==> config.mk <==
export PLATFORM = sky130hd
export DESIGN_NAME = infix_to_postfix_converter
export DESIGN_NICKNAME = d
export VERILOG_FILES = /design/src/rtl/itp_pkg.sv /design/src/rtl/itp_stack.sv /design/src/rtl/itp_ctrl.sv /design/src/rtl/infix_to_postfix_converter.sv
export VERILOG_INCLUDE_DIRS = /design/src /design/src/rtl
export SDC_FILE = /design/constraint.sdc
export NUM_CORES = 1
export LEC_CHECK = 0
export ABC_CLOCK_PERIOD_IN_PS = 10400
export BUFFER_PORTS_ARGS = -buffer_cell sky130_fd_sc_hd__buf_4
export CAP_MARGIN = 20
export CORE_AREA = 2 2 201 203
export CTS_CLUSTER_DIAMETER = 80
export DETAILED_ROUTE_END_ITERATION = 12
export DIE_AREA = 0 0 203 205
export PLACE_DENSITY = 0.76
export SYNTH_ARGS = -nofsm -noshare
export SYNTH_HDL_FRONTEND = slang
export SYNTH_SLANG_ARGS = --single-unit
==> constraint.sdc <==
create_clock -name clk_i -period 10.4 [get_ports clk_i]
set_input_delay 0.52 -clock clk_i [delete_from_list [all_inputs] [get_ports clk_i]]
set_output_delay 0.52 -clock clk_i [all_outputs]
set_load 0.05 [all_outputs]
==> src/rtl/infix_to_postfix_converter_macros.svh <==
// Assertion macros for the infix-to-postfix converter.
// Both macros sample on clk_i and are disabled while rst_ni is low.
`ifndef INFIX_TO_POSTFIX_CONVERTER_MACROS_SVH
`define INFIX_TO_POSTFIX_CONVERTER_MACROS_SVH
`ifndef SYNTH
`define ITP_ASSERT_IMP(lbl, ante, cons, msg) \
  lbl: assert property (@(posedge clk_i) disable iff (!rst_ni) (ante) |-> (cons)) \
    else $error(msg);
`define ITP_ASSERT_NXT(lbl, ante, cons, msg) \
  lbl: assert property (@(posedge clk_i) disable iff (!rst_ni) (ante) |=> (cons)) \
    else $error(msg);
`else
`define ITP_ASSERT_IMP(lbl, ante, cons, msg)
`define ITP_ASSERT_NXT(lbl, ante, cons, msg)
`endif
`endif

==> src/rtl/itp_pkg.sv <==
package itp_pkg;

  localparam int unsigned STACK_DEPTH_DEF = 32;

  localparam logic [3:0] K_NUM    = 4'd0;
  localparam logic [3:0] K_NAME   = 4'd1;
  localparam logic [3:0] K_FUNC   = 4'd2;
  localparam logic [3:0] K_PLUS   = 4'd3;
  localparam logic [3:0] K_MINUS  = 4'd4;
  localparam logic [3:0] K_MUL    = 4'd5;
  localparam logic [3:0] K_DIV    = 4'd6;
  localparam logic [3:0] K_POW    = 4'd7;
  localparam logic [3:0] K_LEFT   = 4'd8;
  localparam logic [3:0] K_RIGHT  = 4'd9;
  localparam logic [3:0] K_END    = 4'd10;
  localparam logic [3:0] K_UMINUS = 4'd11;

  localparam logic [1:0] ST_OK       = 2'd0;
  localparam logic [1:0] ST_SYNTAX   = 2'd1;
  localparam logic [1:0] ST_MISMATCH = 2'd2;
  localparam logic [1:0] ST_OVERFLOW = 2'd3;

  typedef struct packed {
    logic [3:0]  kind;
    logic [63:0] value_bits;
    logic [7:0]  symbol_id;
  } in_item_t;

  typedef struct packed {
    logic [3:0]  out_kind;
    logic [63:0] out_value_bits;
    logic [7:0]  out_symbol_id;
    logic [1:0]  status;
    logic        last;
  } out_item_t;

  // One operator stack entry: kind and symbol.
  typedef struct packed {
    logic [3:0] kind;
    logic [7:0] sym;
  } entry_t;

  // Port strobes from the sequencer to the stack memory.
  typedef struct packed {
    logic rd;
    logic wr;
  } stk_ctl_t;

  // Mask of kinds allowed to follow the previous kind.
  function automatic logic [15:0] next_ok(input logic [3:0] prev);
    logic [15:0] m;
    case (prev)
      K_NUM, K_NAME, K_RIGHT:                   m = 16'h06F8;
      K_FUNC:                                   m = 16'h0100;
      K_PLUS, K_MINUS, K_MUL, K_DIV, K_POW:     m = 16'h0107;
      K_LEFT, K_END:                            m = 16'h0117;
      K_UMINUS:                                 m = 16'h0107;
      default:                                  m = 16'h0000;
    endcase
    return m;
  endfunction

  function automatic logic is_op(input logic [3:0] k);
    return ((k >= K_PLUS) && (k <= K_POW)) || (k == K_UMINUS);
  endfunction

  function automatic logic [1:0] prec(input logic [3:0] k);
    logic [1:0] p;
    if ((k == K_MUL) || (k == K_DIV)) begin
      p = 2'd2;
    end else if (k == K_POW) begin
      p = 2'd3;
    end else begin
      p = 2'd1;
    end
    return p;
  endfunction

  // True when the operator on top must leave before the incoming one is pushed.
  function automatic logic pop_ok(input logic [3:0] k, input logic [3:0] top);
    logic p;
    if (k == K_POW) begin
      p = prec(k) < prec(top);
    end else begin
      p = prec(k) <= prec(top);
    end
    return is_op(top) && p;
  endfunction

  function automatic out_item_t mk_entry(input entry_t e);
    out_item_t r;
    r.out_kind       = e.kind;
    r.out_value_bits = '0;
    r.out_symbol_id  = e.sym;
    r.status         = ST_OK;
    r.last           = 1'b0;
    return r;
  endfunction

  function automatic out_item_t mk_final(input logic [1:0] st);
    out_item_t r;
    r.out_kind       = K_END;
    r.out_value_bits = '0;
    r.out_symbol_id  = '0;
    r.status         = st;
    r.last           = 1'b1;
    return r;
  endfunction

endpackage

==> src/rtl/itp_stack.sv <==
module itp_stack
  import itp_pkg::*;
#(
  parameter int unsigned STACK_DEPTH = STACK_DEPTH_DEF,
  localparam int unsigned AW = $clog2(STACK_DEPTH)
) (
  input  logic          clk_i,
  input  stk_ctl_t      ctl_i,
  input  logic [AW-1:0] rd_addr_i,
  input  logic [AW-1:0] wr_addr_i,
  input  entry_t        wr_data_i,
  output entry_t        rd_data_o
);

  entry_t mem_q [STACK_DEPTH];
  entry_t rd_data_q;

  // Single write port and one registered read port. Read data holds when idle.
  always_ff @(posedge clk_i) begin
    if (ctl_i.wr) begin
      mem_q[wr_addr_i] <= wr_data_i;
    end
    if (ctl_i.rd) begin
      rd_data_q <= mem_q[rd_addr_i];
    end
  end

  assign rd_data_o = rd_data_q;

endmodule

==> src/rtl/itp_ctrl.sv <==
module itp_ctrl
  import itp_pkg::*;
#(
  parameter int unsigned STACK_DEPTH = STACK_DEPTH_DEF,
  localparam int unsigned AW = $clog2(STACK_DEPTH),
  localparam int unsigned CW = $clog2(STACK_DEPTH + 1)
) (
  input  logic          clk_i,
  input  logic          rst_ni,
  input  logic          in_valid_i,
  output logic          in_ready_o,
  input  in_item_t      in_item_i,
  input  logic          out_free_i,
  output logic          emit_o,
  output out_item_t     res_o,
  output stk_ctl_t      stk_ctl_o,
  output logic [AW-1:0] rd_addr_o,
  output logic [AW-1:0] wr_addr_o,
  output entry_t        wr_data_o,
  input  entry_t        rd_data_i
);

  localparam logic [2:0] S_IDLE = 3'd0;
  localparam logic [2:0] S_DISP = 3'd1;
  localparam logic [2:0] S_READ = 3'd2;
  localparam logic [2:0] S_EVAL = 3'd3;
  localparam logic [2:0] S_PUSH = 3'd4;
  localparam logic [2:0] S_FIN  = 3'd5;

  localparam logic [1:0] M_OP    = 2'd0;
  localparam logic [1:0] M_RIGHT = 2'd1;
  localparam logic [1:0] M_FUNC  = 2'd2;
  localparam logic [1:0] M_END   = 2'd3;

  logic [2:0]    state_q, state_d;
  logic [1:0]    mode_q, mode_d;
  logic [3:0]    k_q, k_d;
  logic [3:0]    prev_q, prev_d;
  logic          skip_q, skip_d;
  logic [CW-1:0] count_q, count_d;
  logic [CW-1:0] paren_q, paren_d;
  logic [CW-1:0] cnt_m1;
  in_item_t      item_q;
  logic [15:0]   ok_mask;
  logic          syn_ok;
  logic          err_go;
  logic          err_skip;
  logic [1:0]    err_st;

  assign in_ready_o = (state_q == S_IDLE);
  assign cnt_m1     = count_q - CW'(1);
  assign rd_addr_o  = cnt_m1[AW-1:0];
  assign wr_addr_o  = count_q[AW-1:0];
  assign ok_mask    = next_ok(prev_q);
  assign syn_ok     = ok_mask[k_q];

  always_comb begin
    wr_data_o.kind = k_q;
    wr_data_o.sym  = (k_q == K_FUNC) ? item_q.symbol_id : 8'd0;
  end

  always_comb begin
    state_d   = state_q;
    mode_d    = mode_q;
    k_d       = k_q;
    prev_d    = prev_q;
    skip_d    = skip_q;
    count_d   = count_q;
    paren_d   = paren_q;
    emit_o    = 1'b0;
    res_o     = '0;
    stk_ctl_o = '0;
    err_go    = 1'b0;
    err_skip  = 1'b1;
    err_st    = ST_OK;

    unique case (state_q)
      S_IDLE: begin
        if (in_valid_i) begin
          k_d     = in_item_i.kind;
          state_d = S_DISP;
        end
      end

      S_DISP: begin
        if (skip_q) begin
          if (k_q == K_END) begin
            skip_d  = 1'b0;
            count_d = '0;
            paren_d = '0;
            prev_d  = K_END;
          end
          state_d = S_IDLE;
        end else if (out_free_i) begin
          if (k_q == K_END) begin
            if (paren_q != '0) begin
              err_go   = 1'b1;
              err_st   = ST_MISMATCH;
              err_skip = 1'b0;
            end else if (count_q != '0) begin
              mode_d  = M_END;
              state_d = S_READ;
            end else begin
              state_d = S_FIN;
            end
          end else if (k_q == K_RIGHT) begin
            if (paren_q == '0) begin
              err_go = 1'b1;
              err_st = ST_MISMATCH;
            end else if (!syn_ok) begin
              err_go = 1'b1;
              err_st = ST_SYNTAX;
            end else begin
              prev_d  = K_RIGHT;
              mode_d  = M_RIGHT;
              state_d = S_READ;
            end
          end else if (!syn_ok) begin
            err_go = 1'b1;
            err_st = ST_SYNTAX;
          end else begin
            case (k_q) inside
              K_NUM, K_NAME: begin
                emit_o               = 1'b1;
                res_o.out_kind       = k_q;
                res_o.out_value_bits = (k_q == K_NUM) ? item_q.value_bits : 64'd0;
                res_o.out_symbol_id  = (k_q == K_NAME) ? item_q.symbol_id : 8'd0;
                res_o.status         = ST_OK;
                res_o.last           = 1'b0;
                prev_d               = k_q;
                state_d              = S_IDLE;
              end
              K_FUNC, K_LEFT: begin
                prev_d  = k_q;
                state_d = S_PUSH;
              end
              default: begin
                // Binary operators; a leading minus turns unary.
                if ((k_q == K_MINUS) && ((prev_q == K_END) || (prev_q == K_LEFT))) begin
                  k_d    = K_UMINUS;
                  prev_d = K_UMINUS;
                end else begin
                  prev_d = k_q;
                end
                mode_d  = M_OP;
                state_d = (count_q == '0) ? S_PUSH : S_READ;
              end
            endcase
          end
        end
      end

      S_READ: begin
        stk_ctl_o.rd = 1'b1;
        state_d      = S_EVAL;
      end

      S_EVAL: begin
        if (out_free_i) begin
          unique case (mode_q)
            M_OP: begin
              if (pop_ok(k_q, rd_data_i.kind)) begin
                emit_o  = 1'b1;
                res_o   = mk_entry(rd_data_i);
                count_d = cnt_m1;
                state_d = (cnt_m1 == '0) ? S_PUSH : S_READ;
              end else begin
                state_d = S_PUSH;
              end
            end
            M_RIGHT: begin
              if (is_op(rd_data_i.kind) || (rd_data_i.kind == K_FUNC)) begin
                emit_o  = 1'b1;
                res_o   = mk_entry(rd_data_i);
                count_d = cnt_m1;
                state_d = S_READ;
              end else begin
                // Matching left parenthesis: drop it, then look for a function.
                count_d = cnt_m1;
                paren_d = paren_q - CW'(1);
                if (cnt_m1 != '0) begin
                  mode_d  = M_FUNC;
                  state_d = S_READ;
                end else begin
                  state_d = S_IDLE;
                end
              end
            end
            M_FUNC: begin
              if (rd_data_i.kind == K_FUNC) begin
                emit_o  = 1'b1;
                res_o   = mk_entry(rd_data_i);
                count_d = cnt_m1;
              end
              state_d = S_IDLE;
            end
            M_END: begin
              emit_o  = 1'b1;
              res_o   = mk_entry(rd_data_i);
              count_d = cnt_m1;
              state_d = (cnt_m1 == '0) ? S_FIN : S_READ;
            end
            default: begin
              state_d = S_IDLE;
            end
          endcase
        end
      end

      S_PUSH: begin
        if (out_free_i) begin
          if (count_q >= CW'(STACK_DEPTH)) begin
            err_go = 1'b1;
            err_st = ST_OVERFLOW;
          end else begin
            stk_ctl_o.wr = 1'b1;
            count_d      = count_q + CW'(1);
            if (k_q == K_LEFT) begin
              paren_d = paren_q + CW'(1);
            end
            state_d = S_IDLE;
          end
        end
      end

      S_FIN: begin
        if (out_free_i) begin
          emit_o  = 1'b1;
          res_o   = mk_final(ST_OK);
          count_d = '0;
          paren_d = '0;
          prev_d  = K_END;
          state_d = S_IDLE;
        end
      end

      default: begin
        state_d = S_IDLE;
      end
    endcase

    // An error ends the expression with one result and clears the stack.
    if (err_go) begin
      emit_o  = 1'b1;
      res_o   = mk_final(err_st);
      count_d = '0;
      paren_d = '0;
      prev_d  = K_END;
      skip_d  = err_skip;
      state_d = S_IDLE;
    end
  end

  always_ff @(posedge clk_i or negedge rst_ni) begin
    if (!rst_ni) begin
      state_q <= S_IDLE;
      mode_q  <= M_OP;
      k_q     <= K_END;
      prev_q  <= K_END;
      skip_q  <= 1'b0;
      count_q <= '0;
      paren_q <= '0;
    end else begin
      state_q <= state_d;
      mode_q  <= mode_d;
      k_q     <= k_d;
      prev_q  <= prev_d;
      skip_q  <= skip_d;
      count_q <= count_d;
      paren_q <= paren_d;
    end
  end

  always_ff @(posedge clk_i) begin
    if (in_valid_i && in_ready_o) begin
      item_q <= in_item_i;
    end
  end

endmodule

==> src/rtl/infix_to_postfix_converter.sv <==
// Channel  Direction  Handshake             Payload
// -------  ---------  --------------------  ----------------------------------------
// in       input      in_valid_i/in_ready_o  in_item_i: kind, value_bits, symbol_id
// out      output     out_valid_o/out_ready_i out_item_o: kind, value, symbol, status, last
//
// An item is accepted, then dispatched; for every operator stack entry it examines
// the sequencer does a memory read and then an evaluate, followed by a push where
// the item is stacked and by the closing end result where the expression ends.
// The registered read of the stack memory is why each entry needs its own read step.
// Reset clears the sequencer, the stack count and the skip flag; the stack memory
// itself is never cleared, since only entries below the count are read.
// A stalled output holds the sequencer at its next result; the output register
// still lets one result wait while the sequencer reads the next stack entry.
`include "infix_to_postfix_converter_macros.svh"

module infix_to_postfix_converter
  import itp_pkg::*;
#(
  parameter int unsigned STACK_DEPTH = STACK_DEPTH_DEF
) (
  input  logic      clk_i,
  input  logic      rst_ni,
  input  logic      in_valid_i,
  output logic      in_ready_o,
  input  in_item_t  in_item_i,
  output logic      out_valid_o,
  input  logic      out_ready_i,
  output out_item_t out_item_o
);

  localparam int unsigned AW = $clog2(STACK_DEPTH);

  logic          out_valid_q;
  out_item_t     out_item_q;
  logic          out_free;
  logic          emit;
  out_item_t     res;
  stk_ctl_t      stk_ctl;
  logic [AW-1:0] rd_addr;
  logic [AW-1:0] wr_addr;
  entry_t        wr_data;
  entry_t        rd_data;
  logic          in_acc;
  logic          out_err;
  logic          out_end;

  // The output register is free when empty or when its item leaves this cycle.
  assign out_free = !out_valid_q || out_ready_i;

  // The sequencer walks the operator stack one entry per read and evaluate pair,
  // using the precedence compare for the pop decisions of an incoming operator.
  itp_ctrl #(
    .STACK_DEPTH(STACK_DEPTH)
  ) u_ctrl (
    .clk_i      (clk_i),
    .rst_ni     (rst_ni),
    .in_valid_i (in_valid_i),
    .in_ready_o (in_ready_o),
    .in_item_i  (in_item_i),
    .out_free_i (out_free),
    .emit_o     (emit),
    .res_o      (res),
    .stk_ctl_o  (stk_ctl),
    .rd_addr_o  (rd_addr),
    .wr_addr_o  (wr_addr),
    .wr_data_o  (wr_data),
    .rd_data_i  (rd_data)
  );

  // Operator stack storage.
  itp_stack #(
    .STACK_DEPTH(STACK_DEPTH)
  ) u_stack (
    .clk_i     (clk_i),
    .ctl_i     (stk_ctl),
    .rd_addr_i (rd_addr),
    .wr_addr_i (wr_addr),
    .wr_data_i (wr_data),
    .rd_data_o (rd_data)
  );

  // Output register: loaded when the sequencer emits, emptied when taken.
  always_ff @(posedge clk_i or negedge rst_ni) begin
    if (!rst_ni) begin
      out_valid_q <= 1'b0;
    end else if (emit) begin
      out_valid_q <= 1'b1;
    end else if (out_ready_i) begin
      out_valid_q <= 1'b0;
    end
  end

  always_ff @(posedge clk_i) begin
    if (emit) begin
      out_item_q <= res;
    end
  end

  assign out_valid_o = out_valid_q;
  assign out_item_o  = out_item_q;

  assign in_acc  = in_valid_i && in_ready_o;
  assign out_err = out_valid_o && (out_item_o.status != ST_OK);
  assign out_end = out_item_o.last && (out_item_o.out_kind == K_END);

  // The sequencer must never overwrite a result that has not been taken.
  `ITP_ASSERT_IMP(a_emit_room, emit, out_free, "result emitted into a full output register")
  // The block works on one item at a time.
  `ITP_ASSERT_NXT(a_busy_after_accept, in_acc, !in_ready_o, "ready right after accept")
  // Every error result closes the expression as an end item.
  `ITP_ASSERT_IMP(a_err_is_final, out_err, out_end, "error result not final")

endmodule
==> results.json, run 1 <==
{
  "status": "finished clean",
  "cts_root_buffer": "clkbuf_16",
  "worstSetupEndpointType": "flop",
  "remaining_drc_errors": 0,
  "ys_top_cells_by_area": "edfxtp_1, mux4_2, dfrtp_1, and2_1, nor2_1",
  "slew_viol_final": 0,
  "start_kind": "flop",
  "cts_buffers": 55,
  "synth_top_area_cell": "edfxtp_1",
  "io_buffers": 160,
  "post-synth-top-area-fraction": 0.726,
  "max_slew_margin": 0.250,
  "leakagePower_nw": 8.74,
  "die_y_um": 205,
  "synthMuxAreaShare": 0.126,
  "fp.dieW_um": 203,
  "min_path_type": "in -> reg",
  "synth_edf_count": 547,
  "cts.repair.resized": 0,
  "grt_max_degree": 80,
  "tns_ns": 0,
  "synth_xor_area_frac": 0.00348,
  "nFillCells": 2479,
  "multiInputGateArea_um2": 5320,
  "worstPathRequired_ns": 10.62,
  "dr.pass1.iters": 10,
  "initial_core_util": 0.575,
  "crit_type": "reg -> reg",
  "yosys_warnings": 0,
  "arrival_ns": 5.20,
  "period_minus_slack_ns": 4.98,
  "drt_iter0_markers": 1256,
  "synthSimpleGateAreaFrac": 0.0619,
  "antennaDiodeCount": 0,
  "path_cells": "nand2b_1 -> nor2_1 -> ha_1 -> and4b_1 -> o21ai_0 -> and3_1 -> nor3_1 -> inv_1 -> a2111oi_2 -> or3_4",
  "ir_drop_mv": 0.162,
  "clockBufferDepth": 3,
  "synthAdderAreaFrac": 0.00641,
  "synth_area_um2": 22600,
  "synthesis.nets": 1258,
  "final_nets": 1459,
  "htreeDepth": 2,
  "synth-seq-cells": 574,
  "dieArea_um2": 41600,
  "hold_violations": 0,
  "synthFlopType": "edfxtp_1",
  "cts.sink_count": 574,
  "coreArea_um2": 39400,
  "synthCells": 1167,
  "dpl.hpwl_mm": 29.8,
  "synth_cell_type_count": 74,
  "routed_wl_mm": 49.7,
  "cts_tree": "built",
  "post-route-period-util": 0.479,
  "fin_skew_ns": 0.0154,
  "worst_pin_slew_ns": 1.12,
  "cp_top_family": "simple AND/OR/NAND/NOR gates",
  "fin_total_pwr_w": 0.00767,
  "synth_area_per_cell_um2": 19.4,
  "wl_per_cell_um": 25.7,
  "timing.max_cap.violations": 0,
  "gp_congestion": 0.855,
  "seq_area_frac_synth": 0.756,
  "synth-compound-area-share": 0.0331,
  "utilization": 0.671,
  "synth_top_family_by_area": "multiplexers",
  "pin_count": 161,
  "clk_pin_slew_worst_paths_ns": 0.06,
  "viasPerCell": 6.14,
  "rsz0062_at_grt": "no",
  "setup_slack_ns": 5.42,
  "area_delta_synth_final_pct": 16.6,
  "powerDensity_nw_per_um2": 290,
  "drive_gt1_frac": 0.319,
  "rows": 73,
  "worst_hold_slack_ns": 0.0960,
  "dpl_worst_slack_ns": 5.44,
  "grt_pass1_vias": 11700,
  "cts_hold_buf": 1,
  "cpPeakStageDelay_ns": 1.06,
  "routed-via-count": 11900,
  "cts_setup_buffers": 0,
  "grtUsageTotal": 0.241,
  "finalSetupViolations": 0,
  "clk-insertion-delay-late_ns": 0.61,
  "max_freq_mhz": 201,
  "crit_buf_inv": 1,
  "ant_nets": 0,
  "seqCellArea_um2": 17100,
  "antenna_found_initial": 0,
  "grt.overflow.total": 0,
  "cp_max_fo": 79,
  "grt_first_pass_wirelength_mm": 72.9,
  "slowest_stage": "dfstp_2",
  "async_reset_ff_frac": 0.0470
}
==> registers in the layout, indices dropped and copies added (netlist names) <==
name / count
u_ctrl.paren_q: 6
u_ctrl.prev_q: 4
out_item_o: 79
u_ctrl.item_q: 72
out_valid_o: 1
u_stack.rd_data_o: 12
u_ctrl.skip_q: 1
u_ctrl.state_q: 3
u_ctrl.count_q: 6
u_stack.mem_q: 384
u_ctrl.mode_q: 2
u_ctrl.k_q: 4
==> report_power, final <==
| group | internal, W | total (W) | switching [W] | leakage [nW] |
|---|---|---|---|---|
| combinational | 0.00108 | 0.00265 | 0.00157 | 2.60 |
| clock | 0.00103 | 0.00187 | 0.000843 | 0.832 |
| sequential | 0.00296 | 0.00315 | 0.000190 | 5.31 |
| total | 0.00506 | 0.00767 | 0.00260 | 8.74 |
==> final cells by class <==
| class | count | area share |
|---|---|---|
| clock inverters | 39 | 0.0101 |
| repair buffers | 199 | 0.0593 |
| multi-input cells | 520 | 0.201 |
| flip-flops and latches | 574 | 0.648 |
| clock buffers | 62 | 0.0535 |
| inverters | 18 | 0.00256 |
| well taps | 525 | 0.0249 |
==> Yosys cell counts, drive strengths merged (7+ instances only) <==
| library cell | count |
|---|---|
| a21oi | 16 |
| a22o | 8 |
| a31oi | 7 |
| and2 | 74 |
| buf | 17 |
| clkbuf | 38 |
| dfrtp | 23 |
| edfxtp | 547 |
| ha | 10 |
| inv | 18 |
| mux2 | 13 |
| mux4 | 120 |
| nand2 | 37 |
| nand2b | 13 |
| nand3 | 14 |
| nor2 | 65 |
| nor2b | 8 |
| nor3 | 18 |
| o21ai | 19 |
| o22ai | 9 |
| o31ai | 11 |
| xnor2 | 7 |
==> layout by cell type (no fill, tap or decap), types with 3 or more instances in the layout <==
cell       count
xnor2_2        3
mux2_2        13
clkbuf_16     55
buf_4        192
nor2_2        11
nand3_1       14
buf_8          4
clkinv_1      15
nor4_1         3
o31ai_1       10
nor2_1        53
or3_1          3
a221o_1        3
nand4_1        4
nand2_1       37
a211oi_1       4
a22o_1         8
a21oi_1       15
dfrtp_1       22
nand3b_1       3
a21o_1         5
inv_2          3
nand2b_1      13
edfxtp_1     547
ha_1           9
dfstp_2        4
and2_1        74
clkinv_2      14
mux4_2       120
nor2b_1        8
clkbuf_1       6
o22ai_1        9
nor3_1        17
a31oi_1        6
xnor2_1        4
inv_1         15
o21ai_0       17
==> worst paths after layout <==
kind	startpoint	to	slack (ns)	cells past startpoint
min in group asynchronous	rst_ni	u_ctrl.paren_q[3]$_DFFE_PN0P_	0.40	2
hold reg to reg	u_ctrl.paren_q[5]$_DFFE_PN0P_	u_ctrl.paren_q[5]$_DFFE_PN0P_	0.51	1
setup / recovery	u_ctrl.k_q[3]$_DFFE_PN1P_	out_item_o[36]$_SDFFCE_PN0P_	5.42	10
max in group asynchronous	rst_ni	u_ctrl.prev_q[3]$_DFFE_PN1P_	9.68	2
hold / removal	in_item_i[64]	u_ctrl.item_q[64]$_DFFE_PP_	0.1	1
setup reg to reg	u_ctrl.k_q[3]$_DFFE_PN1P_	out_item_o[36]$_SDFFCE_PN0P_	5.42	10
==> per-stage QoR <==
stage          instance area, um2  cells
2_1_floorplan               22600   1167
3_3_place_gp                24600   1829
3_5_place_dp                24600   1829
4_1_cts                     26300   1931
5_1_grt                     26400   1937
6_report                    26400   1937
==> worst reg2reg max path, delay by kind of cell (launching register included) <==
family          cells  cell delay (ns)
flops               1             1.06
fa+ha+maj           1             0.31
simple gates        6             2.04
buf+inv             1             0.10
compound gates      2             1.05
==> logic make-up after synthesis <==
family | Yosys count
AND/OR/NAND/NOR | 262
flip-flops | 574
buffers and inverters | 73
AO/OA/AOI/OAI | 104
multiplexers | 134
adder cells (fa/ha/maj) | 11
XOR/XNOR | 9
==> layer usage <==
layer | share of wire | vias to the layer above | GRT usage | wire length [um]
li1 | - | 5101 | - | -
met1 | 0.38 | 6077 | 0.320 | 19100
met2 | 0.50 | 603 | 0.402 | 24900
met3 | 0.083 | 112 | 0.0471 | 4110
met4 | 0.032 | 0 | 0.0871 | 1580
met5 | 0 | - | 0 | 0
Power figures use the tool's default switching activity.
==> run 2: changes to the inputs <==
--- a/config.mk
+++ b/config.mk
@@ -6,14 +6,14 @@
 export SDC_FILE = /design/constraint.sdc
 export NUM_CORES = 1
 export LEC_CHECK = 0
-export ABC_CLOCK_PERIOD_IN_PS = 10400
+export ABC_CLOCK_PERIOD_IN_PS = 4100
 export BUFFER_PORTS_ARGS = -buffer_cell sky130_fd_sc_hd__buf_4
 export CAP_MARGIN = 20
-export CORE_AREA = 2 2 201 203
+export CORE_AREA = 2 2 208 210
 export CTS_CLUSTER_DIAMETER = 80
 export DETAILED_ROUTE_END_ITERATION = 12
-export DIE_AREA = 0 0 203 205
-export PLACE_DENSITY = 0.76
+export DIE_AREA = 0 0 210 212
+export PLACE_DENSITY = 0.75
 export SYNTH_ARGS = -nofsm -noshare
 export SYNTH_HDL_FRONTEND = slang
 export SYNTH_SLANG_ARGS = --single-unit
==> constraint.sdc (replaced) <==
create_clock -name clk_i -period 4.1 [get_ports clk_i]
set_input_delay 0.205 -clock clk_i [delete_from_list [all_inputs] [get_ports clk_i]]
set_output_delay 0.205 -clock clk_i [all_outputs]
set_load 0.05 [all_outputs]
==> run 2 against run 1 <==
  * Wire length up 6.1%
  * First-iteration DRC count rose by 6.8%
  * Non-clock buffer count up 107
  * Final cell count up 6.9%
  * Design area grew 4.3%
  * Critical path depth is 1 lower
  * Utilization decreased by 2.3 points
  * Critical endpoint is now out_item_o[32]$_SDFFCE_PN0P_
==> results.json, run 2 (same netlist as run 1, synthesis figures left out) <==
{
  "status": "finished clean",
  "cts_tree": "built",
  "viasPerCell": 5.89,
  "slowest_stage": "nor4b_1",
  "fp.dieW_um": 210,
  "routed_wl_mm": 52.7,
  "max_slew_margin": 0.466,
  "clk_pin_slew_worst_paths_ns": 0.06,
  "io_buffers": 160,
  "cts_root_buffer": "clkbuf_16",
  "start_kind": "flop",
  "die_y_um": 212,
  "crit_type": "reg -> reg",
  "cpPeakStageDelay_ns": 0.61,
  "powerDensity_nw_per_um2": 734,
  "grtUsageTotal": 0.239,
  "final_nets": 1567,
  "clockBufferDepth": 3,
  "initial_core_util": 0.533,
  "grt.overflow.total": 0,
  "grt_max_degree": 61,
  "dieArea_um2": 44500,
  "cts_setup_buffers": 0,
  "largest_reg_flops": 384,
  "drive_gt1_frac": 0.309,
  "path_common_cell": "buf_4",
  "pin_count": 161,
  "arrival_ns": 3.89,
  "drt_iter0_markers": 1341,
  "remaining_drc_errors": 0,
  "worstSetupEndpointType": "flop",
  "cts_hold_buf": 77,
  "cp_max_fo": 47,
  "period_minus_slack_ns": 3.61,
  "antennaDiodeCount": 0,
  "rsz0062_at_grt": "no",
  "post-route-period-util": 0.881,
  "cts_buffers": 56,
  "dr_wl_met3_mm": 3.57,
  "ir_drop_mv": 0.393,
  "max_freq_mhz": 277,
  "wl_met1_mm": 20.7,
  "coreArea_um2": 42500,
  "worst_pin_slew_ns": 0.801,
  "clk-insertion-delay-late_ns": 0.60,
  "hold_violations": 0,
  "wl_met2_mm": 27.0,
  "min_path_type": "in -> reg",
  "final_cell_mix": "edfxtp_1, buf_4, mux4_2",
  "worstPathRequired_ns": 4.38,
  "slew_viol_final": 0,
  "leakagePower_nw": 9.29,
  "rows": 76,
  "path_cells": "buf_4 -> nand4bb_1 -> nor4b_1 -> a21oi_1 -> o21ai_1 -> o31ai_2 -> inv_2 -> or3_4 -> buf_4",
  "fin_skew_ns": 0.0128,
  "timing.max_cap.violations": 0,
  "ant_nets": 0,
  "antenna_found_initial": 0,
  "cts.sink_count": 574,
  "tns_ns": 0,
  "worst_hold_slack_ns": 0.0872,
  "area_delta_synth_final_pct": 21.7,
  "grt_pass1_vias": 12400,
  "cts.repair.resized": 0,
  "gp_congestion": 0.873,
  "dr.max_layer_used": "met4",
  "finalSetupViolations": 0,
  "dr.pass1.iters": 6,
  "final_common_cell": "edfxtp_1",
  "grt_first_pass_wirelength_mm": 77.6,
  "dpl.hpwl_mm": 30.6,
  "htreeDepth": 2,
  "routed-via-count": 12200,
  "wl_per_cell_um": 25.5,
  "regMostFlops": "u_stack.mem_q"
}
-- run 2: path summary, 6_finish.rpt --
| check | endpoint | start | cells past startpoint | slack (ns) |
|---|---|---|---|---|
| worst min-delay path | u_ctrl.state_q[1]$_DFFE_PN0P_ | out_ready_i | 5 | 0.09 |
| worst max-delay path | out_item_o[32]$_SDFFCE_PN0P_ | u_ctrl.k_q[3]$_DFFE_PN1P_ | 9 | 0.49 |
| worst min register to register | out_item_o[14]$_SDFFCE_PN0P_ | u_ctrl.item_q[11]$_DFFE_PP_ | 1 | 0.51 |
| max in group asynchronous | u_ctrl.k_q[3]$_DFFE_PN1P_ | rst_ni | 2 | 3.68 |
| worst max register to register | out_item_o[32]$_SDFFCE_PN0P_ | u_ctrl.k_q[3]$_DFFE_PN1P_ | 9 | 0.49 |
| min in group asynchronous | u_ctrl.state_q[0]$_DFFE_PN0P_ | rst_ni | 2 | 0.10 |
-- run 2: area by class of cell --
type                       count  area [um2]
timing repair buffer         306        2550
clock inverter                42         360
multi-input combinational    520        5280
inverter                      18        67.6
tap                          546         683
clock buffer                  64        1490
fill                        2715       15000
sequential                   574       17100
-- run 2: worst max-delay path: cells and delay by family (launching register included) --
| kind | cells | cell delay, ns |
|---|---|---|
| DFF | 1 | 0.52 |
| buffers and inverters | 3 | 0.88 |
| AOI/OAI and AO/OA | 3 | 0.71 |
| and+or+nand+nor | 3 | 1.17 |
-- run 2: metrics by stage --
stage               total power (W)  std cells  instance area (um2)  utilization  setup slack [ns]
floorplan                    0.0128       1167                22600            -             0.163
global placement             0.0150       1885                24900        0.586             0.670
detailed placement           0.0150       1885                24900        0.586             0.595
CTS                          0.0203       2068                27500        0.647             0.573
global route                 0.0210       2070                27500        0.648             0.259
finish                       0.0202       2070                27500        0.648             0.486
-- run 2: layer usage --
| layer | GRT usage | vias up |
|---|---|---|
| li1 | - | 5321 |
| met1 | 0.309 | 6271 |
| met2 | 0.413 | 517 |
| met3 | 0.0434 | 87 |
| met4 | 0.0792 | 0 |
| met5 | 0 | - |
-- run 2: report_power, final --
group	total (W)	switching, W	internal, W
logic	0.00728	0.00437	0.00291
registers	0.00781	0.000333	0.00748
clock network	0.00513	0.00215	0.00298
==> run 3: changes to the inputs <==
--- a/config.mk
+++ b/config.mk
@@ -9,11 +9,12 @@
 export ABC_CLOCK_PERIOD_IN_PS = 4100
 export BUFFER_PORTS_ARGS = -buffer_cell sky130_fd_sc_hd__buf_4
 export CAP_MARGIN = 20
-export CORE_AREA = 2 2 208 210
+export CORE_AREA = 2 2 205 207
+export CTS_BUF_LIST = sky130_fd_sc_hd__clkbuf_2
 export CTS_CLUSTER_DIAMETER = 80
 export DETAILED_ROUTE_END_ITERATION = 12
-export DIE_AREA = 0 0 210 212
-export PLACE_DENSITY = 0.75
+export DIE_AREA = 0 0 207 209
+export PLACE_DENSITY = 0.77
 export SYNTH_ARGS = -nofsm -noshare
 export SYNTH_HDL_FRONTEND = slang
 export SYNTH_SLANG_ARGS = --single-unit
==> run 3 against run 2 <==
  * Flip-flop and latch count is the same
  * Largest cell class unchanged
  * Clock-buffer cell count grew 137
  * Critical path depth shrank 1
==> results.json, run 3 (same netlist as run 1, synthesis figures left out) <==
{
  "period_minus_slack_ns": 3.58,
  "final_cell_mix": "edfxtp_1, buf_4, clkbuf_2",
  "regMostFlops": "u_stack.mem_q",
  "worst_hold_slack_ns": 0.121,
  "reg2reg_from": "u_ctrl.count_q[2]$_DFFE_PN0P_",
  "crit_type": "reg -> reg",
  "design_area_um2": 27800,
  "rr_worst_depth": 8,
  "grt.overflow.total": 0,
  "hold_violations": 0,
  "drt_iter0_markers": 1372,
  "ir_drop_mv": 0.383,
  "start_kind": "flop",
  "viasPerCell": 5.84,
  "largest_reg_flops": 384,
  "grt_first_pass_wirelength_mm": 83.9,
  "arrival_ns": 4.50,
  "finalSetupViolations": 0,
  "worstSetupEndpointType": "flop",
  "coreArea_um2": 41300,
  "fp.dieW_um": 207,
  "r2r_end": "u_ctrl.state_q[1]$_DFFE_PN0P_",
  "cts.repair.resized": 0,
  "remaining_drc_errors": 0,
  "powerDensity_nw_per_um2": 682,
  "fin_cells": 2283,
  "grtUsageTotal": 0.261,
  "fin_skew_ns": 0.121,
  "drive_gt1_frac": 0.351,
  "final_common_cell": "edfxtp_1",
  "path_cells": "or3_1 -> xnor2_2 -> buf_4 -> nand4_1 -> a211oi_1 -> nor3_1 -> a2bb2oi_1 -> dlygate4sd3_1",
  "rows": 75,
  "gp_congestion": 0.870,
  "dpl.hpwl_mm": 30.8,
  "timing.max_cap.violations": 0,
  "post-route-period-util": 0.873,
  "cts_setup_buffers": 0,
  "routed-via-count": 13300,
  "cts_hold_buf": 163,
  "dr.pass1.iters": 6,
  "dieArea_um2": 43300,
  "area_delta_synth_final_pct": 22.9,
  "worstPathRequired_ns": 5.02,
  "final_nets": 1741,
  "worst_pin_slew_ns": 0.914,
  "cp_max_fo": 19,
  "routed_wl_mm": 55.5,
  "antenna_found_initial": 1,
  "cts.sink_count": 574,
  "ant_nets": 0,
  "cts_tree": "built",
  "grt_pass1_vias": 14000,
  "initial_core_util": 0.548,
  "clockBufferDepth": 3,
  "max_freq_mhz": 279,
  "utilization": 0.674,
  "clk-insertion-delay-late_ns": 1.12,
  "cts_buffers": 139,
  "min_path_type": "in -> async",
  "critical_path.startpoint": "u_ctrl.count_q[2]$_DFFE_PN0P_",
  "slew_viol_final": 0,
  "placed_cells": 1883,
  "leakagePower_nw": 9.72,
  "cts_root_buffer": "clkbuf_2",
  "status": "finished clean",
  "placed_cell_area_um2": 24900,
  "io_buffers": 160,
  "htreeDepth": 4,
  "max_slew_margin": 0.388,
  "grt_max_degree": 80,
  "cpPeakStageDelay_ns": 0.56,
  "critical_path.endpoint": "u_ctrl.state_q[1]$_DFFE_PN0P_",
  "tns_ns": 0,
  "clk_pin_slew_worst_paths_ns": 0.12,
  "nFillCells": 2662,
  "wl_per_cell_um": 24.3,
  "rsz0062_at_grt": "no",
  "die_y_um": 209,
  "r2r_slack_ns": 0.52,
  "pin_count": 161,
  "slowest_stage": "dlygate4sd3_1"
}
[run 3: cell types whose count changed in the layout (fill, tap and decap cells not counted), sizes merged]
cell | before | now
clkinv | 32 | 21
bufinv | 6 | 3
dlygate4sd3 | 77 | 162
clkinvlp | 3 | 4
clkbuf | 64 | 202
inv | 19 | 23
diode | 0 | 1
buf | 229 | 234
[run 3: area by class of cell]
cell class | instances | area, um2 | area share
flip-flops and latches | 574 | 17100 | 0.615
multi-input cells | 520 | 5280 | 0.190
repair buffers | 397 | 3450 | 0.124
clock buffers | 201 | 1010 | 0.0362
well taps | 539 | 674 | 0.0242
clock inverters | 33 | 223 | 0.00801
inverters | 18 | 67.6 | 0.00243
diodes | 1 | 2.50 | 0.0000900
[run 3: how the worst min path moves through the flow]
stage	cells after the start	to	start
detailed placement	1	u_ctrl.state_q[0]$_DFFE_PN0P_	rst_ni
finish	4	u_ctrl.paren_q[1]$_DFFE_PN0P_	rst_ni
CTS	4	u_ctrl.paren_q[1]$_DFFE_PN0P_	rst_ni
global route	4	u_ctrl.paren_q[1]$_DFFE_PN0P_	rst_ni
global placement	1	u_ctrl.state_q[0]$_DFFE_PN0P_	rst_ni
floorplan	0	out_valid_o$_DFFE_PN0P_	rst_ni
[run 3: critical path: cells and delay by family (launching register included)]
family | cells | cell delay (ns)
AND/OR/NAND/NOR | 3 | 0.91
flip-flops | 1 | 0.54
AO/OA/AOI/OAI | 2 | 0.47
buffers and inverters | 2 | 1.02
XOR/XNOR | 1 | 0.48
[run 3: power by group]
| group | switching (W) | total, W | internal [W] |
|---|---|---|---|
| clock network | 0.00223 | 0.00373 | 0.00149 |
| registers | 0.000375 | 0.00785 | 0.00747 |
| logic | 0.00440 | 0.00739 | 0.00299 |
| total | 0.00701 | 0.0190 | 0.0120 |
[run 3: layer usage]
metal  track usage  part of all wire  routed length, um  vias to the layer above
li1              -                 -                  -                     5735
met1         0.335              0.38              20800                     6700
met2         0.444              0.52              28600                      778
met3        0.0582             0.085               4700                      112
met4        0.0916             0.025               1360                        0
met5             0                 0                  0                        -
[run 3: metrics by stage]
stage,total power [W],setup WS [ns]
after global placement,0.0149,0.505
after global routing,0.0198,0.325
final,0.0190,0.520
after floorplan,0.0128,0.163
after CTS,0.0189,0.387
after detailed placement,0.0150,0.384
